$ cat config.mk
export PLATFORM = sky130hd
export DESIGN_NAME = base24_key_encoder
export DESIGN_NICKNAME = d
export VERILOG_FILES = /design/src/hdl/b24k_pkg.sv /design/src/hdl/b24k_front.sv /design/src/hdl/b24k_fifo.sv /design/src/hdl/b24k_conv.sv /design/src/hdl/b24k_emit.sv /design/src/hdl/base24_key_encoder.sv
export SDC_FILE = /design/constraint.sdc
export NUM_CORES = 2
export LEC_CHECK = 0
export BUFFER_PORTS_ARGS = -buffer_cell sky130_fd_sc_hd__buf_2
export CAP_MARGIN = 20
export CORE_ASPECT_RATIO = 0.7
export CORE_MARGIN = 4
export CORE_UTILIZATION = 59
export CTS_BUF_LIST = sky130_fd_sc_hd__clkbuf_16
export CTS_CLUSTER_SIZE = 28
export DETAILED_ROUTE_END_ITERATION = 10
export GPL_ROUTABILITY_DRIVEN = 0
export GPL_TIMING_DRIVEN = 0
export PLACE_DENSITY = 0.84
export SKIP_LAST_GASP = 1
export SYNTH_ARGS = -nofsm -noshare
export SYNTH_HDL_FRONTEND = slang
export SYNTH_HIERARCHICAL = 1
export SYNTH_SLANG_ARGS = --single-unit
$ cat constraint.sdc
create_clock -name clk -period 15.2 [get_ports clk]
set_clock_uncertainty 0.1 [all_clocks]
set_input_delay 1.52 -clock clk [delete_from_list [all_inputs] [get_ports clk]]
set_output_delay 1.52 -clock clk [all_outputs]
set_load 0.02 [all_outputs]
$ cat src/hdl/b24k_pkg.sv
`timescale 1ns / 1ps
// ----------------------------------------------------------------------------
// b24k_pkg
// Shared constants, types and helper functions for the base-24 key encoder:
// word layout, CRC-32 byte update, base-24 digit cells and the key alphabet.
// ----------------------------------------------------------------------------
package b24k_pkg;

	// Packed word layout
	localparam int WORD_W     = 115;
	localparam int CHK_LSB    = 103;
	localparam int CHK_W      = 10;
	localparam int CRC_BYTES  = 16;
	localparam int CRC_BITS   = CRC_BYTES * 8;

	// Base-24 conversion: three word bits enter the digit cells per step
	localparam int STEP_BITS  = 3;
	localparam int NDIG       = 25;
	localparam int DIG_W      = 5;
	localparam int CONV_STEPS = (WORD_W + STEP_BITS - 1) / STEP_BITS;
	localparam int CONV_W     = CONV_STEPS * STEP_BITS;
	localparam int STEPS_A    = (CONV_STEPS + 1) / 2;
	localparam int STEPS_B    = CONV_STEPS - STEPS_A;

	localparam int KEY_LEN    = 29;
	localparam int POS_W      = 5;
	localparam int FIFO_DEPTH = 2;

	localparam logic [31:0] CRC_POLY = 32'h04C1_1DB7;
	localparam logic [31:0] CRC_INIT = 32'hFFFF_FFFF;

	// Largest word allowed when the extra flag is set
	localparam logic [WORD_W-1:0] LIMIT_WORD = {43'h62A_32B1_5518, 72'h0};

	// Output characters
	localparam logic [6:0] CH_NONE = 7'h00;
	localparam logic [6:0] CH_N    = 7'h4E;
	localparam logic [6:0] CH_DASH = 7'h2D;

	// Dash positions in the final key
	localparam logic [POS_W-1:0] DASH_0 = 5'd5;
	localparam logic [POS_W-1:0] DASH_1 = 5'd11;
	localparam logic [POS_W-1:0] DASH_2 = 5'd17;
	localparam logic [POS_W-1:0] DASH_3 = 5'd23;

	typedef logic [DIG_W-1:0] digit_t;
	typedef digit_t [NDIG-1:0] digits_t;

	typedef struct packed {
		logic              err;
		logic [WORD_W-1:0] word;
	} key_word_t;

	typedef struct packed {
		logic              err;
		logic [CONV_W-1:0] bits;
		digits_t           digits;
	} conv_item_t;

	// One byte of non-reflected CRC-32, MSB first
	function automatic logic [31:0] crc_byte(logic [31:0] crc, logic [7:0] data);
		logic [31:0] c;
		c = crc ^ {data, 24'h0};
		for (int i = 0; i < 8; i++) begin
			c = c[31] ? ((c << 1) ^ CRC_POLY) : (c << 1);
		end
		return c;
	endfunction

	// floor(d / 3) for a digit below 24
	function automatic logic [2:0] div3(digit_t d);
		logic [8:0] p;
		p = 9'(d) * 9'd11;
		return p[7:5];
	endfunction

	// Shift three bits into the base-24 cells. Each cell's carry depends only
	// on its own digit, so all cells update in parallel.
	function automatic digits_t conv_step(digits_t d, logic [STEP_BITS-1:0] din);
		digits_t    r;
		logic [2:0] cy [NDIG+1];
		digit_t     m;
		cy[0] = din;
		for (int k = 0; k < NDIG; k++) begin
			cy[k+1] = div3(d[k]);
		end
		for (int k = 0; k < NDIG; k++) begin
			m    = d[k] - 5'(cy[k+1]) * 5'd3;
			r[k] = {m[1:0], cy[k]};
		end
		return r;
	endfunction

	function automatic logic [6:0] alpha(digit_t d);
		logic [6:0] c;
		case (d)
			5'd0:    c = 7'h42;
			5'd1:    c = 7'h43;
			5'd2:    c = 7'h44;
			5'd3:    c = 7'h46;
			5'd4:    c = 7'h47;
			5'd5:    c = 7'h48;
			5'd6:    c = 7'h4A;
			5'd7:    c = 7'h4B;
			5'd8:    c = 7'h4D;
			5'd9:    c = 7'h50;
			5'd10:   c = 7'h51;
			5'd11:   c = 7'h52;
			5'd12:   c = 7'h54;
			5'd13:   c = 7'h56;
			5'd14:   c = 7'h57;
			5'd15:   c = 7'h58;
			5'd16:   c = 7'h59;
			5'd17:   c = 7'h32;
			5'd18:   c = 7'h33;
			5'd19:   c = 7'h34;
			5'd20:   c = 7'h36;
			5'd21:   c = 7'h37;
			5'd22:   c = 7'h38;
			5'd23:   c = 7'h39;
			default: c = CH_NONE;
		endcase
		return c;
	endfunction

endpackage

$ cat src/hdl/b24k_front.sv
`timescale 1ns / 1ps
// ----------------------------------------------------------------------------
// b24k_front
// Accepts input transactions, packs the word, runs the CRC-32 one byte per
// cycle, inserts the check bits and flags words over the limit.
// ----------------------------------------------------------------------------
module b24k_front (
	input  logic                       clk,
	input  logic                       arst_n,
	input  logic                       in_valid,
	output logic                       in_ready,
	input  logic [19:0]                group_id,
	input  logic [29:0]                serial_number,
	input  logic [52:0]                security_value,
	input  logic                       upgrade_flag,
	input  logic                       extra_flag,
	output logic                       out_valid,
	input  logic                       out_ready,
	output b24k_pkg::key_word_t        out_item
);

	typedef enum logic [1:0] {E_IDLE, E_CRC, E_DONE} eng_state_t;

	localparam int PAD_W = b24k_pkg::CRC_BITS - b24k_pkg::WORD_W;

	eng_state_t                      state_q;
	logic                            in_full_q;
	logic [b24k_pkg::WORD_W-1:0]     in_word_q;
	logic [b24k_pkg::WORD_W-1:0]     word_q;
	logic [31:0]                     crc_q;
	logic [3:0]                      cnt_q;

	logic                            eng_take;
	logic                            accept;
	logic [b24k_pkg::CRC_BITS-1:0]   w128;
	logic [7:0]                      cur_byte;
	logic [31:0]                     crc_next;

	assign eng_take = in_full_q && (state_q == E_IDLE || (state_q == E_DONE && out_ready));
	assign in_ready = !in_full_q || eng_take;
	assign accept   = in_valid && in_ready;

	assign w128     = {{PAD_W{1'b0}}, word_q};
	assign cur_byte = w128[{cnt_q, 3'b000} +: 8];
	assign crc_next = b24k_pkg::crc_byte(crc_q, cur_byte);

	// Input holding register: take the next transaction while the CRC runs
	always_ff @(posedge clk or negedge arst_n) begin
		if (!arst_n) begin
			in_full_q <= 1'b0;
		end else if (accept) begin
			in_full_q <= 1'b1;
		end else if (eng_take) begin
			in_full_q <= 1'b0;
		end
	end

	always_ff @(posedge clk) begin
		if (accept) begin
			in_word_q <= {extra_flag, upgrade_flag, {b24k_pkg::CHK_W{1'b0}},
				security_value, serial_number, group_id};
		end
	end

	always_ff @(posedge clk or negedge arst_n) begin
		if (!arst_n) begin
			state_q <= E_IDLE;
			cnt_q   <= '0;
			crc_q   <= '0;
			word_q  <= '0;
		end else begin
			case (state_q)
				E_IDLE: begin
					if (eng_take) begin
						word_q  <= in_word_q;
						crc_q   <= b24k_pkg::CRC_INIT;
						cnt_q   <= '0;
						state_q <= E_CRC;
					end
				end
				E_CRC: begin
					crc_q <= crc_next;
					cnt_q <= cnt_q + 4'd1;
					if (cnt_q == 4'(b24k_pkg::CRC_BYTES - 1)) begin
						word_q[b24k_pkg::CHK_LSB +: b24k_pkg::CHK_W] <=
							~crc_next[b24k_pkg::CHK_W-1:0];
						state_q <= E_DONE;
					end
				end
				E_DONE: begin
					if (eng_take) begin
						word_q  <= in_word_q;
						crc_q   <= b24k_pkg::CRC_INIT;
						cnt_q   <= '0;
						state_q <= E_CRC;
					end else if (out_ready) begin
						state_q <= E_IDLE;
					end
				end
				default: state_q <= E_IDLE;
			endcase
		end
	end

	assign out_valid     = (state_q == E_DONE);
	assign out_item.word = word_q;
	assign out_item.err  = word_q[b24k_pkg::WORD_W-1] && (word_q > b24k_pkg::LIMIT_WORD);

endmodule

$ cat src/hdl/b24k_fifo.sv
`timescale 1ns / 1ps
// ----------------------------------------------------------------------------
// b24k_fifo
// Short queue of finished words between the front and the digit converters.
// DEPTH must be 2 or more.
// ----------------------------------------------------------------------------
module b24k_fifo #(
	parameter int DEPTH = b24k_pkg::FIFO_DEPTH
) (
	input  logic                clk,
	input  logic                arst_n,
	input  logic                push_valid,
	output logic                push_ready,
	input  b24k_pkg::key_word_t push_data,
	output logic                pop_valid,
	input  logic                pop_ready,
	output b24k_pkg::key_word_t pop_data
);

	localparam int PTR_W = $clog2(DEPTH);
	localparam int CNT_W = $clog2(DEPTH + 1);

	b24k_pkg::key_word_t mem [DEPTH];
	logic [PTR_W-1:0]    wr_ptr_q;
	logic [PTR_W-1:0]    rd_ptr_q;
	logic [CNT_W-1:0]    count_q;
	logic                do_push;
	logic                do_pop;

	assign push_ready = (count_q != CNT_W'(DEPTH));
	assign pop_valid  = (count_q != '0);
	assign do_push    = push_valid && push_ready;
	assign do_pop     = pop_valid && pop_ready;
	assign pop_data   = mem[rd_ptr_q];

	always_ff @(posedge clk) begin
		if (do_push) begin
			mem[wr_ptr_q] <= push_data;
		end
	end

	always_ff @(posedge clk or negedge arst_n) begin
		if (!arst_n) begin
			wr_ptr_q <= '0;
			rd_ptr_q <= '0;
			count_q  <= '0;
		end else begin
			if (do_push) begin
				wr_ptr_q <= (wr_ptr_q == PTR_W'(DEPTH - 1)) ? '0 : wr_ptr_q + 1'b1;
			end
			if (do_pop) begin
				rd_ptr_q <= (rd_ptr_q == PTR_W'(DEPTH - 1)) ? '0 : rd_ptr_q + 1'b1;
			end
			case ({do_push, do_pop})
				2'b10:   count_q <= count_q + 1'b1;
				2'b01:   count_q <= count_q - 1'b1;
				default: count_q <= count_q;
			endcase
		end
	end

endmodule

$ cat src/hdl/b24k_conv.sv
`timescale 1ns / 1ps
// ----------------------------------------------------------------------------
// b24k_conv
// Base-24 conversion stage: shifts the word into 25 digit cells, three bits
// per cycle, for STEPS steps, then offers the partial result downstream.
// ----------------------------------------------------------------------------
module b24k_conv #(
	parameter int STEPS = b24k_pkg::STEPS_A
) (
	input  logic                 clk,
	input  logic                 arst_n,
	input  logic                 in_valid,
	output logic                 in_ready,
	input  b24k_pkg::conv_item_t in_item,
	output logic                 out_valid,
	input  logic                 out_ready,
	output b24k_pkg::conv_item_t out_item
);

	localparam int CNT_W = $clog2(STEPS);

	b24k_pkg::conv_item_t item_q;
	logic                 busy_q;
	logic                 done_q;
	logic [CNT_W-1:0]     cnt_q;
	logic                 take;

	assign in_ready  = !busy_q && (!done_q || out_ready);
	assign take      = in_valid && in_ready;
	assign out_valid = done_q;
	assign out_item  = item_q;

	always_ff @(posedge clk or negedge arst_n) begin
		if (!arst_n) begin
			busy_q <= 1'b0;
			done_q <= 1'b0;
			cnt_q  <= '0;
			item_q <= '0;
		end else if (take) begin
			item_q <= in_item;
			busy_q <= 1'b1;
			done_q <= 1'b0;
			cnt_q  <= '0;
		end else if (busy_q) begin
			item_q.digits <= b24k_pkg::conv_step(item_q.digits,
				item_q.bits[b24k_pkg::CONV_W-1 -: b24k_pkg::STEP_BITS]);
			item_q.bits   <= item_q.bits << b24k_pkg::STEP_BITS;
			cnt_q         <= cnt_q + 1'b1;
			if (cnt_q == CNT_W'(STEPS - 1)) begin
				busy_q <= 1'b0;
				done_q <= 1'b1;
			end
		end else if (done_q && out_ready) begin
			done_q <= 1'b0;
		end
	end

endmodule

$ cat src/hdl/b24k_emit.sv
`timescale 1ns / 1ps
// ----------------------------------------------------------------------------
// b24k_emit
// Walks the 29 key positions of a converted word, inserting the 'N' and the
// dashes, and drives one character per output transaction, or a single empty final one for an error item.
// ----------------------------------------------------------------------------
module b24k_emit (
	input  logic                 clk,
	input  logic                 arst_n,
	input  logic                 in_valid,
	output logic                 in_ready,
	input  b24k_pkg::conv_item_t in_item,
	output logic                 out_valid,
	input  logic                 out_ready,
	output logic [6:0]           key_char,
	output logic                 is_last,
	output logic                 is_error
);

	b24k_pkg::digits_t            digits_q;
	logic                         err_q;
	logic                         hold_q;
	logic [b24k_pkg::POS_W-1:0]   pos_q;
	logic [b24k_pkg::DIG_W-1:0]   j_q;
	logic                         out_valid_q;
	logic [6:0]                   key_char_q;
	logic                         is_last_q;
	logic                         is_error_q;

	logic                         is_dash;
	logic                         last_c;
	logic                         produce;
	logic                         take;
	b24k_pkg::digit_t             top_d;
	logic [b24k_pkg::DIG_W-1:0]   sel_idx;
	logic [6:0]                   ch;

	assign top_d   = digits_q[b24k_pkg::NDIG-1];
	assign last_c  = err_q || (pos_q == b24k_pkg::POS_W'(b24k_pkg::KEY_LEN - 1));
	assign produce = hold_q && (!out_valid_q || out_ready);
	assign in_ready = !hold_q || (produce && last_c);
	assign take    = in_valid && in_ready;

	// Before the 'N' read digits from the top down; after it, one place later
	assign sel_idx = (j_q < top_d) ? b24k_pkg::DIG_W'(b24k_pkg::NDIG - 2) - j_q
	                               : b24k_pkg::DIG_W'(b24k_pkg::NDIG - 1) - j_q;

	always_comb begin
		is_dash = pos_q inside {b24k_pkg::DASH_0, b24k_pkg::DASH_1,
		                        b24k_pkg::DASH_2, b24k_pkg::DASH_3};
		if (err_q) begin
			ch = b24k_pkg::CH_NONE;
		end else if (is_dash) begin
			ch = b24k_pkg::CH_DASH;
		end else if (j_q == top_d) begin
			ch = b24k_pkg::CH_N;
		end else begin
			ch = b24k_pkg::alpha(digits_q[sel_idx]);
		end
	end

	always_ff @(posedge clk or negedge arst_n) begin
		if (!arst_n) begin
			hold_q   <= 1'b0;
			err_q    <= 1'b0;
			pos_q    <= '0;
			j_q      <= '0;
			digits_q <= '0;
		end else if (take) begin
			digits_q <= in_item.digits;
			err_q    <= in_item.err;
			hold_q   <= 1'b1;
			pos_q    <= '0;
			j_q      <= '0;
		end else if (produce) begin
			if (last_c) begin
				hold_q <= 1'b0;
			end else begin
				pos_q <= pos_q + 1'b1;
				if (!is_dash) begin
					j_q <= j_q + 1'b1;
				end
			end
		end
	end

	// Output register: hold the character until the receiver takes it
	always_ff @(posedge clk or negedge arst_n) begin
		if (!arst_n) begin
			out_valid_q <= 1'b0;
			key_char_q  <= '0;
			is_last_q   <= 1'b0;
			is_error_q  <= 1'b0;
		end else if (produce) begin
			out_valid_q <= 1'b1;
			key_char_q  <= ch;
			is_last_q   <= last_c;
			is_error_q  <= err_q;
		end else if (out_ready) begin
			out_valid_q <= 1'b0;
		end
	end

	assign out_valid = out_valid_q;
	assign key_char  = key_char_q;
	assign is_last   = is_last_q;
	assign is_error  = is_error_q;

endmodule

$ cat src/hdl/base24_key_encoder.sv
`timescale 1ns / 1ps
// ----------------------------------------------------------------------------
// base24_key_encoder
// Packs group, serial, security and flag fields into a 115-bit word, adds a
// CRC-derived check field and emits the 29-character base-24 key.
// ----------------------------------------------------------------------------
// Usage:
//   Input channel (in_valid/in_ready) takes one transaction of group_id,
//   serial_number, security_value, upgrade_flag and extra_flag. Output channel
//   (out_valid/out_ready) returns 29 transactions, one ASCII key_char each,
//   with is_last on the final one. If extra_flag is set and the word is over
//   the limit, a single transaction with key_char 0, is_last and is_error
//   is returned instead.
//   Path: the input holding register loads the CRC engine, which runs the
//   byte-wise CRC over 16 bytes; the word then passes the queue, the two
//   base-24 stages of 20 and 19 three-bit steps and the character stage.
//   The one-character output channel bounds the rate of keys; error items
//   are bounded by the first conversion stage. A FIFO_DEPTH-entry queue and
//   a held word in every stage let the front keep accepting while the output
//   is stalled.
//   Reset clears all handshake state; no item is in flight after reset.
//   A stalled receiver holds the current character; the stages behind it
//   fill up and in_ready drops.
// ----------------------------------------------------------------------------
module base24_key_encoder #(
	parameter int FIFO_DEPTH = b24k_pkg::FIFO_DEPTH
) (
	input  logic        clk,
	input  logic        arst_n,
	input  logic        in_valid,
	output logic        in_ready,
	input  logic [19:0] group_id,
	input  logic [29:0] serial_number,
	input  logic [52:0] security_value,
	input  logic        upgrade_flag,
	input  logic        extra_flag,
	output logic        out_valid,
	input  logic        out_ready,
	output logic [6:0]  key_char,
	output logic        is_last,
	output logic        is_error
);

	localparam int TOP_PAD = b24k_pkg::CONV_W - b24k_pkg::WORD_W;

	logic                 f_valid;
	logic                 f_ready;
	b24k_pkg::key_word_t  f_item;
	logic                 q_valid;
	logic                 q_ready;
	b24k_pkg::key_word_t  q_item;
	b24k_pkg::conv_item_t a_in;
	logic                 a_valid;
	logic                 a_ready;
	b24k_pkg::conv_item_t a_item;
	logic                 b_valid;
	logic                 b_ready;
	b24k_pkg::conv_item_t b_item;

	b24k_front u_front (
		.clk            (clk),
		.arst_n         (arst_n),
		.in_valid       (in_valid),
		.in_ready       (in_ready),
		.group_id       (group_id),
		.serial_number  (serial_number),
		.security_value (security_value),
		.upgrade_flag   (upgrade_flag),
		.extra_flag     (extra_flag),
		.out_valid      (f_valid),
		.out_ready      (f_ready),
		.out_item       (f_item)
	);

	b24k_fifo #(
		.DEPTH (FIFO_DEPTH)
	) u_fifo (
		.clk        (clk),
		.arst_n     (arst_n),
		.push_valid (f_valid),
		.push_ready (f_ready),
		.push_data  (f_item),
		.pop_valid  (q_valid),
		.pop_ready  (q_ready),
		.pop_data   (q_item)
	);

	assign a_in.err    = q_item.err;
	assign a_in.bits   = {{TOP_PAD{1'b0}}, q_item.word};
	assign a_in.digits = '0;

	b24k_conv #(
		.STEPS (b24k_pkg::STEPS_A)
	) u_conv_a (
		.clk       (clk),
		.arst_n    (arst_n),
		.in_valid  (q_valid),
		.in_ready  (q_ready),
		.in_item   (a_in),
		.out_valid (a_valid),
		.out_ready (a_ready),
		.out_item  (a_item)
	);

	b24k_conv #(
		.STEPS (b24k_pkg::STEPS_B)
	) u_conv_b (
		.clk       (clk),
		.arst_n    (arst_n),
		.in_valid  (a_valid),
		.in_ready  (a_ready),
		.in_item   (a_item),
		.out_valid (b_valid),
		.out_ready (b_ready),
		.out_item  (b_item)
	);

	b24k_emit u_emit (
		.clk       (clk),
		.arst_n    (arst_n),
		.in_valid  (b_valid),
		.in_ready  (b_ready),
		.in_item   (b_item),
		.out_valid (out_valid),
		.out_ready (out_ready),
		.key_char  (key_char),
		.is_last   (is_last),
		.is_error  (is_error)
	);

	// An error result is a single, empty, final transaction
	a_err_shape: assert property (@(posedge clk) disable iff (!arst_n)
		(out_valid && is_error) |-> (is_last && key_char == b24k_pkg::CH_NONE))
		else $error("error result without is_last or with a character");

	// Every non-error character is non-zero (never CH_NONE)
	a_char_set: assert property (@(posedge clk) disable iff (!arst_n)
		(out_valid && !is_error) |-> (key_char != b24k_pkg::CH_NONE))
		else $error("key character missing");

	// A converted word waits in the second stage until the character stage takes it
	a_conv_hold: assert property (@(posedge clk) disable iff (!arst_n)
		(b_valid && !b_ready) |=> (b_valid && $stable(b_item)))
		else $error("converted word lost before the character stage");

endmodule

==> impl_metrics.yaml <==
run_status:
  status: "complete, no violations"
logic_synthesis:
  synth_most_common_cell: "nand2_1"
  synthArstFlopShare_pct: 70.5
  synthTopCellsByCount: "nand2_1 (1,122), dfrtp_1 (805), ha_1 (565)"
  synth_area_sq_mm: 0.0661
  synth-main-ff-cell: "dfrtp_1"
  yosysTopAreaCellShare_pct: 30.5
  yosys_warnings: 6
  seq_area_frac_synth_pct: 45.8
  yosysTopAreaCell: "dfrtp_1"
  synth_edf_count: 337
  synth-seq-cells: 1142
  yosysUniqueCellTypes: 107
  syn_inst: 5854
  ys_top_cells_by_area: "dfrtp_1 (30%), edfxtp_1 (15%), ha_1 (11%)"
  syn_avg_cell_area_sq_um: 11.3
route:
  wirelength_microns: 190000
  wl_per_cell_microns: 24.5
  drtAntennaViolNets: 0
  vias: 52000
  drt-pass1-iter-count: 9
  vias_per_cell: 6.69
  drtIter0Drc: 8056
  drc: 0
floorplan:
  num_rows: 102
  die_x_microns: 408
  die_area_sq_mm: 0.118
  die_y_microns: 288
  core-area_sq_mm: 0.111
  ios: 120
  start_util_pct: 59.6
final_layout:
  drive_gt1_share_pct: 13.4
  stdcell_count: 7774
  syn_to_final_growth_pct: 10.5
  nets: 6950
  num-fill-cells: 7787
critical_path:
  crit_top_cell: "inv_1"
  critical_path_class: "in2reg"
  crit_path_start_kind: "input pin"
  arrival_ps: 5700
  max_stage_delay_ps: 1000
  path_cells: "buf_2 > nand2b_1 > inv_1 > o21ai_0 > inv_1 > a21oi_1 > inv_1 > a211oi_2 > clkbuf_1 > buf_2 > nor3b_1 > a21oi_1 > o21ai_1"
  critPathBufInv: 6
  critPathSlowestCell: "clkbuf_1"
  critPathTopFamily: "buffers and inverters"
  required_ps: 15640
  path_max_fanout: 10
  end_kind: "flip-flop"
clock_tree:
  cts_setup_buffers: 0
  clock-sinks: 1142
  clkSlewWorstSetupHoldPaths_ps: 60
  root_buffer: "clkbuf_16"
  clock_latency_ps: 760
  cts_tree: "yes"
  clockBufferDepth: 3
  cts_inserted_buffers: 107
  cts_resized: 0
  cts_hold_buf: 0
  htreeDepth: 3
sta:
  finalMaxSlewViolations: 0
  worst_pin_slew_ps: 1280
  relSlewSlack_pct: 14.4
  setup_violations: 0
  hold_viol: 0
  rsz0062_at_grt: "false"
  min_period_ps: 5260
  fin_crit_sh_pct: 34.6
  max_freq_ghz: 0.190
grt:
  track_usage_pct: 31.6
  antenna_found_initial: 5
  grt_max_degree: 121
  grt_pass1_wl_microns: 292000
  grt_pass1_vias: 51000
  gr-total-overflow: 0
placed_design:
  io_buffers: 119
  hpwl_microns: 136000
  place_inst: 7570
flow_run:
  max-cap-violations: 0
hold_path:
  hp-class: "reg2reg"
[tightest hold or removal path: stages, from the launching register on]
cell	delay, ps
edfxtp_1	320
nand2_1	40
nand2_1	40
[sequential cells by signal, indices dropped and copies added (netlist names), 2 cells and up]
register / count
u_conv_a/cnt_q: 5
u_emit/digits_q: 120
u_emit/pos_q: 5
u_conv_a/out_item: 243
u_conv_b/cnt_q: 5
u_fifo/mem: 232
u_emit/key_char: 7
u_front/cnt_q: 4
u_front/crc_q: 32
u_conv_b/out_item: 243
u_front/state_q: 2
u_fifo/count_q: 2
u_front/in_word_q: 105
u_front/word_q: 115
u_emit/top_d: 5
u_emit/j_q: 5
[final cells by class]
type | instances | area, sq um | area share [%]
Multi-Input combinational cell | 4435 | 34400 | 47.1
Clock inverter | 92 | 966 | 1.32
Inverter | 76 | 285 | 0.390
Tap cell | 1456 | 1820 | 2.49
Timing Repair Buffer | 137 | 992 | 1.36
Clock buffer | 107 | 2680 | 3.67
Sequential cell | 1142 | 30300 | 41.4
Buffer | 327 | 1630 | 2.23
Antenna cell | 2 | 5.00 | 0.00685
[cells in the final DEF, fill, tap and decap left out, types with 25 or more instances in the layout]
| master | instances |
|---|---|
| xor2_1 | 66 |
| clkbuf_16 | 107 |
| a22oi_1 | 425 |
| ha_1 | 565 |
| buf_4 | 44 |
| mux4_2 | 48 |
| xnor3_1 | 64 |
| mux2_4 | 31 |
| o211ai_1 | 35 |
| xnor2_1 | 236 |
| clkbuf_1 | 176 |
| a311oi_1 | 50 |
| o21ai_0 | 136 |
| buf_2 | 192 |
| nand3_1 | 58 |
| a211oi_2 | 51 |
| and4b_1 | 41 |
| nor2_1 | 124 |
| mux2_2 | 223 |
| nor3b_1 | 50 |
| nand2_1 | 1122 |
| dfrtp_1 | 805 |
| nor4bb_1 | 73 |
| o21ai_1 | 65 |
| edfxtp_1 | 337 |
| mux2i_1 | 41 |
| conb_1 | 127 |
| fa_1 | 50 |
| a41o_1 | 50 |
| clkinv_2 | 25 |
| nand4_1 | 82 |
| nor3_1 | 118 |
| inv_1 | 89 |
| a21oi_1 | 208 |
[worst paths after layout]
check | startpoint | end | slack (ps) | cells after the start
max | out_ready | u_conv_a/out_item[49] | 9940 | 13
min | u_front/in_word_q[97] | u_front/word_q[97] | 330 | 2
max reg2reg | u_emit/j_q[1] | u_emit/key_char[1] | 10040 | 14
min reg2reg | u_front/in_word_q[97] | u_front/word_q[97] | 330 | 2
max in group asynchronous | arst_n | u_conv_a/out_item[107] | 12440 | 3
min in group asynchronous | arst_n | u_front/in_full_q | 720 | 1
[cell families (layout without fill, tap and decap cells)]
kind of cell	after synthesis	count (layout)	share of synthesized area, %
fa+ha+maj	615	615	12.2
flops	1142	1142	45.8
compound gates	1164	1164	12.7
other cells	1	129	0.00567
xor+xnor	382	382	6.68
mux	347	347	6.87
buf+inv	403	739	2.89
simple gates	1800	1800	12.9
[layer usage]
metal	global-route usage (%)	part of all wire, %
met2	45.9	42
met3	10.4	14
met5	0.698	0.12
met4	10.3	3.6
met1	45.0	40
[metrics by stage]
step                      hold slack, ps  area (sq um)  utilization [%]  setup TNS (ps)  setup slack, ps
after floorplan                      315         66600                -               0             9020
after global placement               324         69000             62.2        -3673850            -4780
after detailed placement             323         69400             62.6               0             9480
after CTS                            337         73000             65.8               0            10170
after global routing                 357         73000             65.9               0             9970
final                                331         73100             65.9               0             9940
Power is not shown: default switching activity piles up to over one toggle a cycle in this logic, so the estimate is an artifact.
